File: config.mk
export PLATFORM = sky130hd
export DESIGN_NAME = pkvsl_scan
export DESIGN_NICKNAME = d
export VERILOG_FILES = /design/src/hw/rtl/pkvsl_pkg.sv /design/src/hw/rtl/pkvsl_scan.sv
export SDC_FILE = /design/constraint.sdc
export NUM_CORES = 1
export LEC_CHECK = 0
export BUFFER_PORTS_ARGS = -buffer_cell sky130_fd_sc_hd__buf_2
export CAP_MARGIN = 20
export CORE_ASPECT_RATIO = 0.5
export CORE_MARGIN = 1
export CORE_UTILIZATION = 48
export CTS_BUF_LIST = sky130_fd_sc_hd__clkbuf_16
export DETAILED_ROUTE_END_ITERATION = 6
export GPL_ROUTABILITY_DRIVEN = 0
export PLACE_DENSITY = 0.71
export SLEW_MARGIN = 20
export SYNTH_ARGS = -nofsm -noshare
export SYNTH_HDL_FRONTEND = slang
export SYNTH_SLANG_ARGS = --single-unit
File: constraint.sdc
create_clock -name clock -period 8.3 [get_ports clock]
set_clock_uncertainty 0.15 [all_clocks]
set_input_delay 1.66 -clock clock [delete_from_list [all_inputs] [get_ports clock]]
set_output_delay 1.66 -clock clock [all_outputs]
set_load 0.02 [all_outputs]
File: src/hw/rtl/pkvsl_pkg.sv
package pkvsl_pkg;

   localparam int STORE_WORDS     = 1024;
   localparam int MAX_KEY_WORDS   = 16;
   localparam int MAX_VALUE_WORDS = 64;

   // A 12-bit byte count spans at most this many words.
   localparam int REC_WORDS_MAX = (4095 + 3) / 4;

   localparam int ADDR_W  = $clog2(STORE_WORDS);
   localparam int KEY_AW  = (MAX_KEY_WORDS > 1) ? $clog2(MAX_KEY_WORDS) : 1;
   localparam int POS_W   = $clog2(STORE_WORDS + 2 * REC_WORDS_MAX + 2);
   localparam int WCNT_W  = $clog2(REC_WORDS_MAX + 1);
   localparam int CNT_MAX = (MAX_KEY_WORDS > MAX_VALUE_WORDS) ? MAX_KEY_WORDS
                                                              : MAX_VALUE_WORDS;
   localparam int CNT_W   = $clog2(CNT_MAX + 1);

   localparam logic [1:0] ACT_STORE_WRITE = 2'd0;
   localparam logic [1:0] ACT_KEY_WRITE   = 2'd1;
   localparam logic [1:0] ACT_LOOKUP      = 2'd2;

   typedef struct packed {
      logic [1:0]  action;
      logic [9:0]  word_index;
      logic [31:0] data_word;
      logic [31:0] query_info;
   } req_type;

   typedef struct packed {
      logic        found;
      logic [3:0]  value_type;
      logic [11:0] value_bytes;
      logic [31:0] value_word;
      logic        truncated;
      logic        last;
   } rsp_type;

   typedef enum logic [3:0] {
      ST_CLEAR,
      ST_IDLE,
      ST_HDR_RD,
      ST_HDR_CHK,
      ST_KEY_RD,
      ST_KEY_CHK,
      ST_VAL_RD,
      ST_VAL_OUT,
      ST_MISS
   } state_type;

   // Keeps the low (nbytes mod 4) bytes of a word, or all bytes when that is zero.
   function automatic logic [31:0] tail_mask(input logic [1:0] low_bits);
      logic [31:0] m;
      case (low_bits)
         2'd1:    m = 32'h0000_00FF;
         2'd2:    m = 32'h0000_FFFF;
         2'd3:    m = 32'h00FF_FFFF;
         default: m = 32'hFFFF_FFFF;
      endcase
      return m;
   endfunction

endpackage

File: src/hw/rtl/pkvsl_scan.sv
module pkvsl_scan (
   input  logic                               clock,
   input  logic                               reset,
   input  logic                               req_valid,
   output logic                               req_stall,
   input  pkvsl_pkg::req_type                 req_payload,
   input  logic [9:0]                         scan_start,
   output logic                               st_wr_en,
   output logic [pkvsl_pkg::ADDR_W-1:0]       st_wr_addr,
   output logic [31:0]                        st_wr_data,
   output logic [pkvsl_pkg::ADDR_W-1:0]       st_rd_addr,
   input  logic [31:0]                        st_rd_data,
   output logic                               key_wr_en,
   output logic [pkvsl_pkg::KEY_AW-1:0]       key_wr_addr,
   output logic [31:0]                        key_wr_data,
   output logic [pkvsl_pkg::KEY_AW-1:0]       key_rd_addr,
   input  logic [31:0]                        key_rd_data,
   output logic                               rsp_valid,
   input  logic                               rsp_stall,
   output pkvsl_pkg::rsp_type                 rsp_payload
);

   localparam int POS_W  = pkvsl_pkg::POS_W;
   localparam int CNT_W  = pkvsl_pkg::CNT_W;
   localparam int WCNT_W = pkvsl_pkg::WCNT_W;
   localparam int ADDR_W = pkvsl_pkg::ADDR_W;

   pkvsl_pkg::state_type state_ff, state_in;
   logic [ADDR_W-1:0]    clr_ff, clr_in;
   logic [POS_W-1:0]     pos_ff, pos_in;
   logic [CNT_W-1:0]     cnt_ff, cnt_in;
   logic [3:0]           qtype_ff, qtype_in;
   logic [11:0]          qsize_ff, qsize_in;
   logic [3:0]           vtype_ff, vtype_in;
   logic [11:0]          vsize_ff, vsize_in;
   logic [WCNT_W-1:0]    kw_ff, kw_in;
   logic [WCNT_W-1:0]    vw_ff, vw_in;
   logic [CNT_W-1:0]     nwords_ff, nwords_in;
   logic                 trunc_ff, trunc_in;
   logic                 rsp_valid_ff, rsp_valid_in;
   pkvsl_pkg::rsp_type   rsp_ff, rsp_in;

   logic              accept;
   logic              slot_free;
   logic [POS_W-1:0]  rd_idx;
   logic              rd_oob;
   logic [31:0]       rd_word;
   logic [3:0]        h_ktype;
   logic [11:0]       h_ksize;
   logic [3:0]        h_vtype;
   logic [11:0]       h_vsize;
   logic [WCNT_W-1:0] h_kw;
   logic [WCNT_W-1:0] h_vw;
   logic [WCNT_W-1:0] q_words;
   logic [31:0]       key_mask;
   logic              key_last;
   logic              key_diff;
   logic              val_tail;
   logic              val_last;
   logic [31:0]       val_word;

   assign accept    = req_valid && (state_ff == pkvsl_pkg::ST_IDLE);
   assign slot_free = !rsp_valid_ff || !rsp_stall;

   // The read address follows the scan position plus the word counter, so the
   // registered read data stays valid while a result waits for the output.
   assign rd_idx  = pos_ff + POS_W'(cnt_ff);
   assign rd_oob  = rd_idx >= POS_W'(pkvsl_pkg::STORE_WORDS);
   assign rd_word = rd_oob ? 32'd0 : st_rd_data;

   assign h_ktype = st_rd_data[31:28];
   assign h_ksize = st_rd_data[27:16];
   assign h_vtype = st_rd_data[15:12];
   assign h_vsize = st_rd_data[11:0];
   assign h_kw    = WCNT_W'(({2'b00, h_ksize} + 14'd3) >> 2);
   assign h_vw    = WCNT_W'(({2'b00, h_vsize} + 14'd3) >> 2);
   assign q_words = WCNT_W'(({2'b00, req_payload.query_info[27:16]} + 14'd3) >> 2);

   assign key_last = (WCNT_W'(cnt_ff) + WCNT_W'(1)) == kw_ff;
   assign key_mask = key_last ? pkvsl_pkg::tail_mask(qsize_ff[1:0]) : 32'hFFFF_FFFF;
   assign key_diff = ((rd_word ^ key_rd_data) & key_mask) != 32'd0;

   assign val_tail = (WCNT_W'(cnt_ff) + WCNT_W'(1)) == vw_ff;
   assign val_last = (cnt_ff + CNT_W'(1)) == nwords_ff;
   assign val_word = val_tail ? (rd_word & pkvsl_pkg::tail_mask(vsize_ff[1:0])) : rd_word;

   // Next state and sequencer registers.
   always_comb begin
      state_in     = state_ff;
      clr_in       = clr_ff;
      pos_in       = pos_ff;
      cnt_in       = cnt_ff;
      qtype_in     = qtype_ff;
      qsize_in     = qsize_ff;
      vtype_in     = vtype_ff;
      vsize_in     = vsize_ff;
      kw_in        = kw_ff;
      vw_in        = vw_ff;
      nwords_in    = nwords_ff;
      trunc_in     = trunc_ff;
      rsp_in       = rsp_ff;
      rsp_valid_in = rsp_valid_ff && rsp_stall;
      case (state_ff)
         pkvsl_pkg::ST_CLEAR: begin
            clr_in = clr_ff + ADDR_W'(1);
            if (clr_ff == ADDR_W'(pkvsl_pkg::STORE_WORDS - 1)) begin
               state_in = pkvsl_pkg::ST_IDLE;
            end
         end
         pkvsl_pkg::ST_IDLE: begin
            if (accept && req_payload.action == pkvsl_pkg::ACT_LOOKUP) begin
               qtype_in = req_payload.query_info[31:28];
               qsize_in = req_payload.query_info[27:16];
               pos_in   = POS_W'(scan_start);
               cnt_in   = '0;
               if (q_words > WCNT_W'(pkvsl_pkg::MAX_KEY_WORDS)) begin
                  state_in = pkvsl_pkg::ST_MISS;
               end else begin
                  state_in = pkvsl_pkg::ST_HDR_RD;
               end
            end
         end
         pkvsl_pkg::ST_HDR_RD: begin
            state_in = rd_oob ? pkvsl_pkg::ST_MISS : pkvsl_pkg::ST_HDR_CHK;
         end
         pkvsl_pkg::ST_HDR_CHK: begin
            if (st_rd_data == 32'd0) begin
               state_in = pkvsl_pkg::ST_MISS;
            end else if (h_ksize == 12'd0 || h_vsize == 12'd0) begin
               pos_in   = pos_ff + POS_W'(1);
               state_in = pkvsl_pkg::ST_HDR_RD;
            end else if (h_ktype != qtype_ff || h_ksize != qsize_ff) begin
               pos_in   = pos_ff + POS_W'(1) + POS_W'(h_kw) + POS_W'(h_vw);
               state_in = pkvsl_pkg::ST_HDR_RD;
            end else begin
               pos_in   = pos_ff + POS_W'(1);
               vtype_in = h_vtype;
               vsize_in = h_vsize;
               kw_in    = h_kw;
               vw_in    = h_vw;
               state_in = pkvsl_pkg::ST_KEY_RD;
            end
         end
         pkvsl_pkg::ST_KEY_RD: begin
            state_in = pkvsl_pkg::ST_KEY_CHK;
         end
         pkvsl_pkg::ST_KEY_CHK: begin
            if (key_diff) begin
               pos_in   = pos_ff + POS_W'(kw_ff) + POS_W'(vw_ff);
               cnt_in   = '0;
               state_in = pkvsl_pkg::ST_HDR_RD;
            end else if (key_last) begin
               pos_in   = pos_ff + POS_W'(kw_ff);
               cnt_in   = '0;
               if (vw_ff > WCNT_W'(pkvsl_pkg::MAX_VALUE_WORDS)) begin
                  nwords_in = CNT_W'(pkvsl_pkg::MAX_VALUE_WORDS);
                  trunc_in  = 1'b1;
               end else begin
                  nwords_in = CNT_W'(vw_ff);
                  trunc_in  = 1'b0;
               end
               state_in = pkvsl_pkg::ST_VAL_RD;
            end else begin
               cnt_in   = cnt_ff + CNT_W'(1);
               state_in = pkvsl_pkg::ST_KEY_RD;
            end
         end
         pkvsl_pkg::ST_VAL_RD: begin
            state_in = pkvsl_pkg::ST_VAL_OUT;
         end
         pkvsl_pkg::ST_VAL_OUT: begin
            if (slot_free) begin
               rsp_valid_in       = 1'b1;
               rsp_in.found       = 1'b1;
               rsp_in.value_type  = vtype_ff;
               rsp_in.value_bytes = vsize_ff;
               rsp_in.value_word  = val_word;
               rsp_in.truncated   = trunc_ff;
               rsp_in.last        = val_last;
               if (val_last) begin
                  state_in = pkvsl_pkg::ST_IDLE;
               end else begin
                  cnt_in   = cnt_ff + CNT_W'(1);
                  state_in = pkvsl_pkg::ST_VAL_RD;
               end
            end
         end
         pkvsl_pkg::ST_MISS: begin
            if (slot_free) begin
               rsp_valid_in       = 1'b1;
               rsp_in.found       = 1'b0;
               rsp_in.value_type  = 4'd0;
               rsp_in.value_bytes = 12'd0;
               rsp_in.value_word  = 32'd0;
               rsp_in.truncated   = 1'b0;
               rsp_in.last        = 1'b1;
               state_in           = pkvsl_pkg::ST_IDLE;
            end
         end
         default: begin
            state_in = pkvsl_pkg::ST_IDLE;
         end
      endcase
   end

   // Memory and handshake controls.
   always_comb begin
      req_stall   = state_ff != pkvsl_pkg::ST_IDLE;
      st_wr_en    = 1'b0;
      st_wr_addr  = ADDR_W'(req_payload.word_index);
      st_wr_data  = req_payload.data_word;
      key_wr_en   = 1'b0;
      key_wr_addr = pkvsl_pkg::KEY_AW'(req_payload.word_index);
      key_wr_data = req_payload.data_word;
      st_rd_addr  = rd_idx[ADDR_W-1:0];
      key_rd_addr = pkvsl_pkg::KEY_AW'(cnt_ff);
      case (state_ff)
         pkvsl_pkg::ST_CLEAR: begin
            st_wr_en   = 1'b1;
            st_wr_addr = clr_ff;
            st_wr_data = 32'd0;
         end
         pkvsl_pkg::ST_IDLE: begin
            if (accept && req_payload.action == pkvsl_pkg::ACT_STORE_WRITE) begin
               st_wr_en = int'(req_payload.word_index) < pkvsl_pkg::STORE_WORDS;
            end
            if (accept && req_payload.action == pkvsl_pkg::ACT_KEY_WRITE) begin
               key_wr_en = int'(req_payload.word_index) < pkvsl_pkg::MAX_KEY_WORDS;
            end
         end
         default: begin
            st_wr_en = 1'b0;
         end
      endcase
   end

   always_ff @(posedge clock) begin
      if (reset) begin
         state_ff     <= pkvsl_pkg::ST_CLEAR;
         clr_ff       <= '0;
         rsp_valid_ff <= 1'b0;
      end else begin
         state_ff     <= state_in;
         clr_ff       <= clr_in;
         rsp_valid_ff <= rsp_valid_in;
      end
      pos_ff    <= pos_in;
      cnt_ff    <= cnt_in;
      qtype_ff  <= qtype_in;
      qsize_ff  <= qsize_in;
      vtype_ff  <= vtype_in;
      vsize_ff  <= vsize_in;
      kw_ff     <= kw_in;
      vw_ff     <= vw_in;
      nwords_ff <= nwords_in;
      trunc_ff  <= trunc_in;
      rsp_ff    <= rsp_in;
   end

   assign rsp_valid   = rsp_valid_ff;
   assign rsp_payload = rsp_ff;

endmodule

-- Word level (Yosys, flattened, before mapping)
Index checks and enable logic that the tools add are counted.
Widths: inputs -> output; s select.
- bitwise operators: 7
- shift operators: 0
- mux-type cells: 43
- $mul: 0
- reductions and logical operators: 27
- div/mod/pow operators: 0
- equal/unequal tests: 30
- $add $sub $neg: 12
- magnitude comparators: 4
- operators with widths (kind ; number):
    $pmux 32 s3 ; 2
    $mux 32 ; 4
    $mux 51 ; 2
    $pmux 51 s2 ; 1
    $mux 12 ; 6
    $and 32x32->32 ; 2
    $add 12x11->12 ; 4
    $add 12x2->13 const B ; 3
    $pmux 12 s3 ; 1
    $pmux 4 s9 ; 1
    $mux 7 ; 5
    $logic_not 32->1 ; 1
    $reduce_bool 32->1 ; 1
    $xor 32x32->32 ; 1
    $mux 4 ; 7
    $logic_not 12->1 ; 2
    $pmux 7 s3 ; 1
    $eq 4x3->1 const B ; 4
    $reduce_and 4->1 ; 4
    $add 12x1->12 const B ; 1
    $add 12x7->12 ; 1
    $ge 12x11->1 const B ; 1
    $mux 3 ; 4
    $ne 12x12->1 ; 1
    35 further kinds ; 63
- bits of input ports: 154
- memory bits (read-only): 0
- bits in writable memories: 0
- register bits: 147
- output and inout port bits: 147
- memories: 0
- bits in latches: 0
- word-level logic and storage cells: 142

-- Longest topological paths before layout
- depth in word-level cells: 8
- gate-level depth with buffers: 18
- mapped depth without buffers: 17

-- Worst setup path before layout
OpenSTA, ideal clock, no wires.
- path kind: in2reg
- start point: input st_rd_data[16]
- end point: register pos_ff[11] (data pin)
- cell stages on the path: 16
- path slack: 2.841 ns
- setup time: 0.261 ns
- path buffers: 1
- data arrival time: 5.047 ns
- required time: 7.889 ns
- path through: clkbuf_1 > o21a_1 > xor2_1 > fa_1 > ha_1 > fa_1 > a21o_1 > a21oi_1 > o21bai_1 > a2111oi_0 > o41ai_1 > xnor2_1 > nand2_1 > xnor2_1 > a32oi_1 > nand3_1
- cells in the longest elaborated chain, start to end: 7
- elaborated cells between the ends (all ways): 16
- classes of those cells: add/sub: 3; eq/ne: 1; mux: 6; bitwise: 2; reduce/logical: 4
- RTL lines (element ; RTL line ; RTL):
    from (decl) ; pkvsl_scan.sv:12 ; input logic [31:0] st_rd_data,
    $add 12x2->13 ; pkvsl_scan.sv:75 ; assign h_kw = WCNT_W'(({2'b00, h_ksize} + 14'd3) >> 2);
    named net h_kw[1] ; pkvsl_scan.sv:52 ; logic [WCNT_W-1:0] h_kw;
    $add 12x11->12 (2 in a row) ; pkvsl_scan.sv:133 ; pos_in = pos_ff + POS_W'(1) + POS_W'(h_kw) + POS_W'(h_vw);
    $mux 12 ; pkvsl_scan.sv:132 ; end else if (h_ktype != qtype_ff || h_ksize != qsize_ff) begin
    $mux 12 ; pkvsl_scan.sv:129 ; end else if (h_ksize == 12'd0 || h_vsize == 12'd0) begin
    $mux 12 ; pkvsl_scan.sv:127 ; if (st_rd_data == 32'd0) begin
    $pmux 12 s3 ; pkvsl_scan.sv:103 ; case (state_ff)
    named net pos_in[11] ; pkvsl_scan.sv:30 ; logic [POS_W-1:0] pos_ff, pos_in;
    to (signal assigned) ; pkvsl_scan.sv:247 ; pos_ff <= pos_in;
    to (decl) ; pkvsl_scan.sv:30 ;
The timed path passes the listed nets, and every way through them passes these cells. The select of a mux whose other input is x is not followed.
A chain may end at the register's enable or synchronous reset.

-- Worst setup path after layout
Ends and elaborated chain as after synthesis.

==> summary.txt <==
Timing
  • Worst hold slack: 369 ps
  • Setup TNS: 0 ps
  • Fmax: 171 MHz
  • Fin. max-slew vios: 0
  • Min cycle time layout: around 5800 ps
  • Slew margin rel.: 0.238
  • Final worst path period share: 0.703
  • Final setup viols: 0
  • Final Hold Fails: 0
  • Worst Tran Pin Value: between 1000 and 1500 ps
  • RSZ-0062 raised after global routing: false

Setup path
  • Largest delay share family, worst path: compound AO/OA/AOI/OAI gates
  • Critical-path top delay cell: a2111oi_0
  • WP data required: between 8000 and 9000 ps
  • Setup Crit Path Kind: primary input to flip-flop
  • Worst Path Buf+Inv: 1
  • Startpoint types: primary input
  • Peak fanout along the critical path: 7
  • WP data arrival: ~6000 ps
  • Critical-path cell list: buf_2 -> o21a_1 -> xor2_1 -> fa_1 -> ha_1 -> fa_1 -> a21o_1 -> a21oi_1 -> o21bai_1 -> a2111oi_0 -> o41ai_1 -> xnor2_1 -> nand2_1 -> xnor2_1 -> a32oi_1 -> nand3_1
  • Slowest stage delay, CP: between 600 and 700 ps
  • Crit. End Element: flip-flop

Clock tree
  • Clock Root Buffer: clkbuf_16
  • CTS sink cnt: approximately 150
  • CTS H-tree lvls: 4
  • Clk buf depth: 2
  • Post-CTS Resized: 0
  • # Post-CTS Setup Buffers: 0
  • Worst-path clk slew: around 70 ps
  • Hold Buf Count CTS: 0
  • CTS tree: yes
  • Num CTS Buffers: 17
  • Latest clock arrival within the worst-skew pair: roughly 440 ps

Synthesis
  • Syn avg cell area: 10.2 sq um
  • Post-Syn Nets: roughly 1,200
  • Post-Syn Instances: slightly above 1,000
  • Post-synth EDFFs: around 130
  • Ys async rst share: 0
  • Netlist Area Pre-Place: 0.0105 sq mm
  • Share of the synthesized area in the top cell type: 0.378
  • Sequential fraction of the synthesis area: 0.406
  • Area contributors post-synth: edfxtp_1 38%, xnor2_1 8.4%, ha_1 5.5%
  • Ys Warns: 0
  • Synth unique cells: a little over 80
  • Yosys top cell by area: edfxtp_1
  • Synth Flop Type: edfxtp_1
  • Register bit total from synthesis: about 150

Global route
  • Gr ovfl total: 0
  • First-pass GRT wire length: a little under 50,000 um
  • Largest net degree at the start of global routing: 52
  • Initial antenna violation count: 1
  • Vias in the first global route: roughly 8,700
  • GRT Util Overall: 0.288

Min path
  • Hold crit path type: flip-flop to flip-flop

Detailed routing
  • Routed len/inst: roughly 21 um
  • Detail Route Antenna Nets: 0
  • Drt drc: 0
  • Via/cell ratio: about 5.7
  • Detailed Route Iter0 Violations: between 700 and 800
  • Vias: between 8,000 and 9,000
  • Final wirelength: between 30,000 and 40,000 um
  • Pre-Repair DR Iteration Count: 7

Floorplan
  • Die Span Y: around 110 um
  • Core box area: roughly 0.021 sq mm
  • Die ar.: approximately 0.023 sq mm
  • Top Ports: around 300
  • Die width: between 200 and 250 um
  • Initial Util: 0.501
  • Rows: 37

Run status
  • Status: completed

Final layout
  • Register area: about 0.0043 sq mm
  • Layout area overhead: 19.0%
  • Commonest non-fill, non-tap cells in the layout: 284 x buf_2, 132 x edfxtp_1, 101 x xnor2_1
  • Most common cell after layout, fill and taps aside: buf_2
  • Final #Nets: around 1,500
  • FILL cells: about 1,700
  • Antenna cell count: 0
  • Share of cells above drive strength 1: 0.307
  • Multi-input gate area: 0.00561 sq mm

Power and ir drop
  • P per Cell Area: between 150 and 200 mW/mm^2
  • Peak supply drop: between 0.15 and 0.2 mV
  • Lkg Pwr: between 0.005 and 0.006 uW

Placement
  • IO Port Bufs: 284
  • HPWL after DPL: 25,300 um

Run
  • Max cap viols: 0
routing by layer:
| metal | wire [um] | GRT usage | vias up |
|---|---|---|---|
| li1 | - | - | 4086 |
| met5 | 0 | 0 | - |
| met3 | 2610 | 0.0688 | 56 |
| met1 | 14100 | 0.388 | 4348 |
| met2 | 14800 | 0.460 | 405 |
| met4 | 570 | 0.0880 | 0 |
cell type report:
cell class	count	area share
Clock buffer	17	0.0340
Timing Repair Buffer	291	0.118
Multi-Input combinational cell	758	0.449
Clock inverter	15	0.0162
Inverter	40	0.0120
Sequential cell	147	0.341
Tap cell	292	0.0292
synthesized netlist by cell type (all sizes together), types with 16 or more instances:
cell type	n
edfxtp	132
nor2b	36
and2	56
inv	40
mux2	16
nor2	75
nor3	29
nor4	26
xor2	44
clkbuf	32
xnor2	101
nand3	27
buf	49
o21ai	33
nand4	21
ha	46
nand2	64
a21oi	36
logic make-up (layout without fill, tap and decap cells):
logic type	count (synthesis)	count (layout)	synth area share
buf+inv	121	363	0.0608
flops	147	147	0.406
compound gates	158	158	0.112
mux	19	19	0.0200
xor+xnor	145	145	0.122
simple gates	375	375	0.195
fa+ha+maj	61	61	0.0834
where the power goes:
group          switching (uW)  total (uW)  internal (uW)
registers                1.43         802            801
logic                     136         236           99.6
clock network             340         846            506
through the flow:
stage	power (uW)	std cells	setup WS, ps	instance area [sq um]	utilization
floorplan	966	1026	2840	10500	-
global placement	1040	1528	2280	11900	0.566
detailed placement	1050	1528	2100	11900	0.566
CTS	1890	1560	2540	12500	0.596
global route	1940	1560	2240	12500	0.596
finish	1880	1560	2460	12500	0.596
registers in the layout, indices dropped and copies added, names as in the netlist:
name and count:
qsize_ff 12, vsize_ff 12, rsp_valid 1, qtype_ff 4, state_ff 4, vw_ff 11
clr_ff 10, trunc_ff 1, pos_ff 12, kw_ff 11, nwords_ff 7, rsp_payload 51
vtype_ff 4, cnt_ff 7
path summary, 6_finish.rpt:
kind                                      from  slack (ps)  depth (start not counted)              end
worst max-delay path            st_rd_data[16]        2460                         16       pos_ff[11]
worst min-delay path               vtype_ff[1]         370                          1  rsp_payload[47]
worst max register to register       cnt_ff[0]        3220                         12     nwords_ff[2]
worst min register to register     vtype_ff[1]         370                          1  rsp_payload[47]
Power figures use the tool's default switching activity.
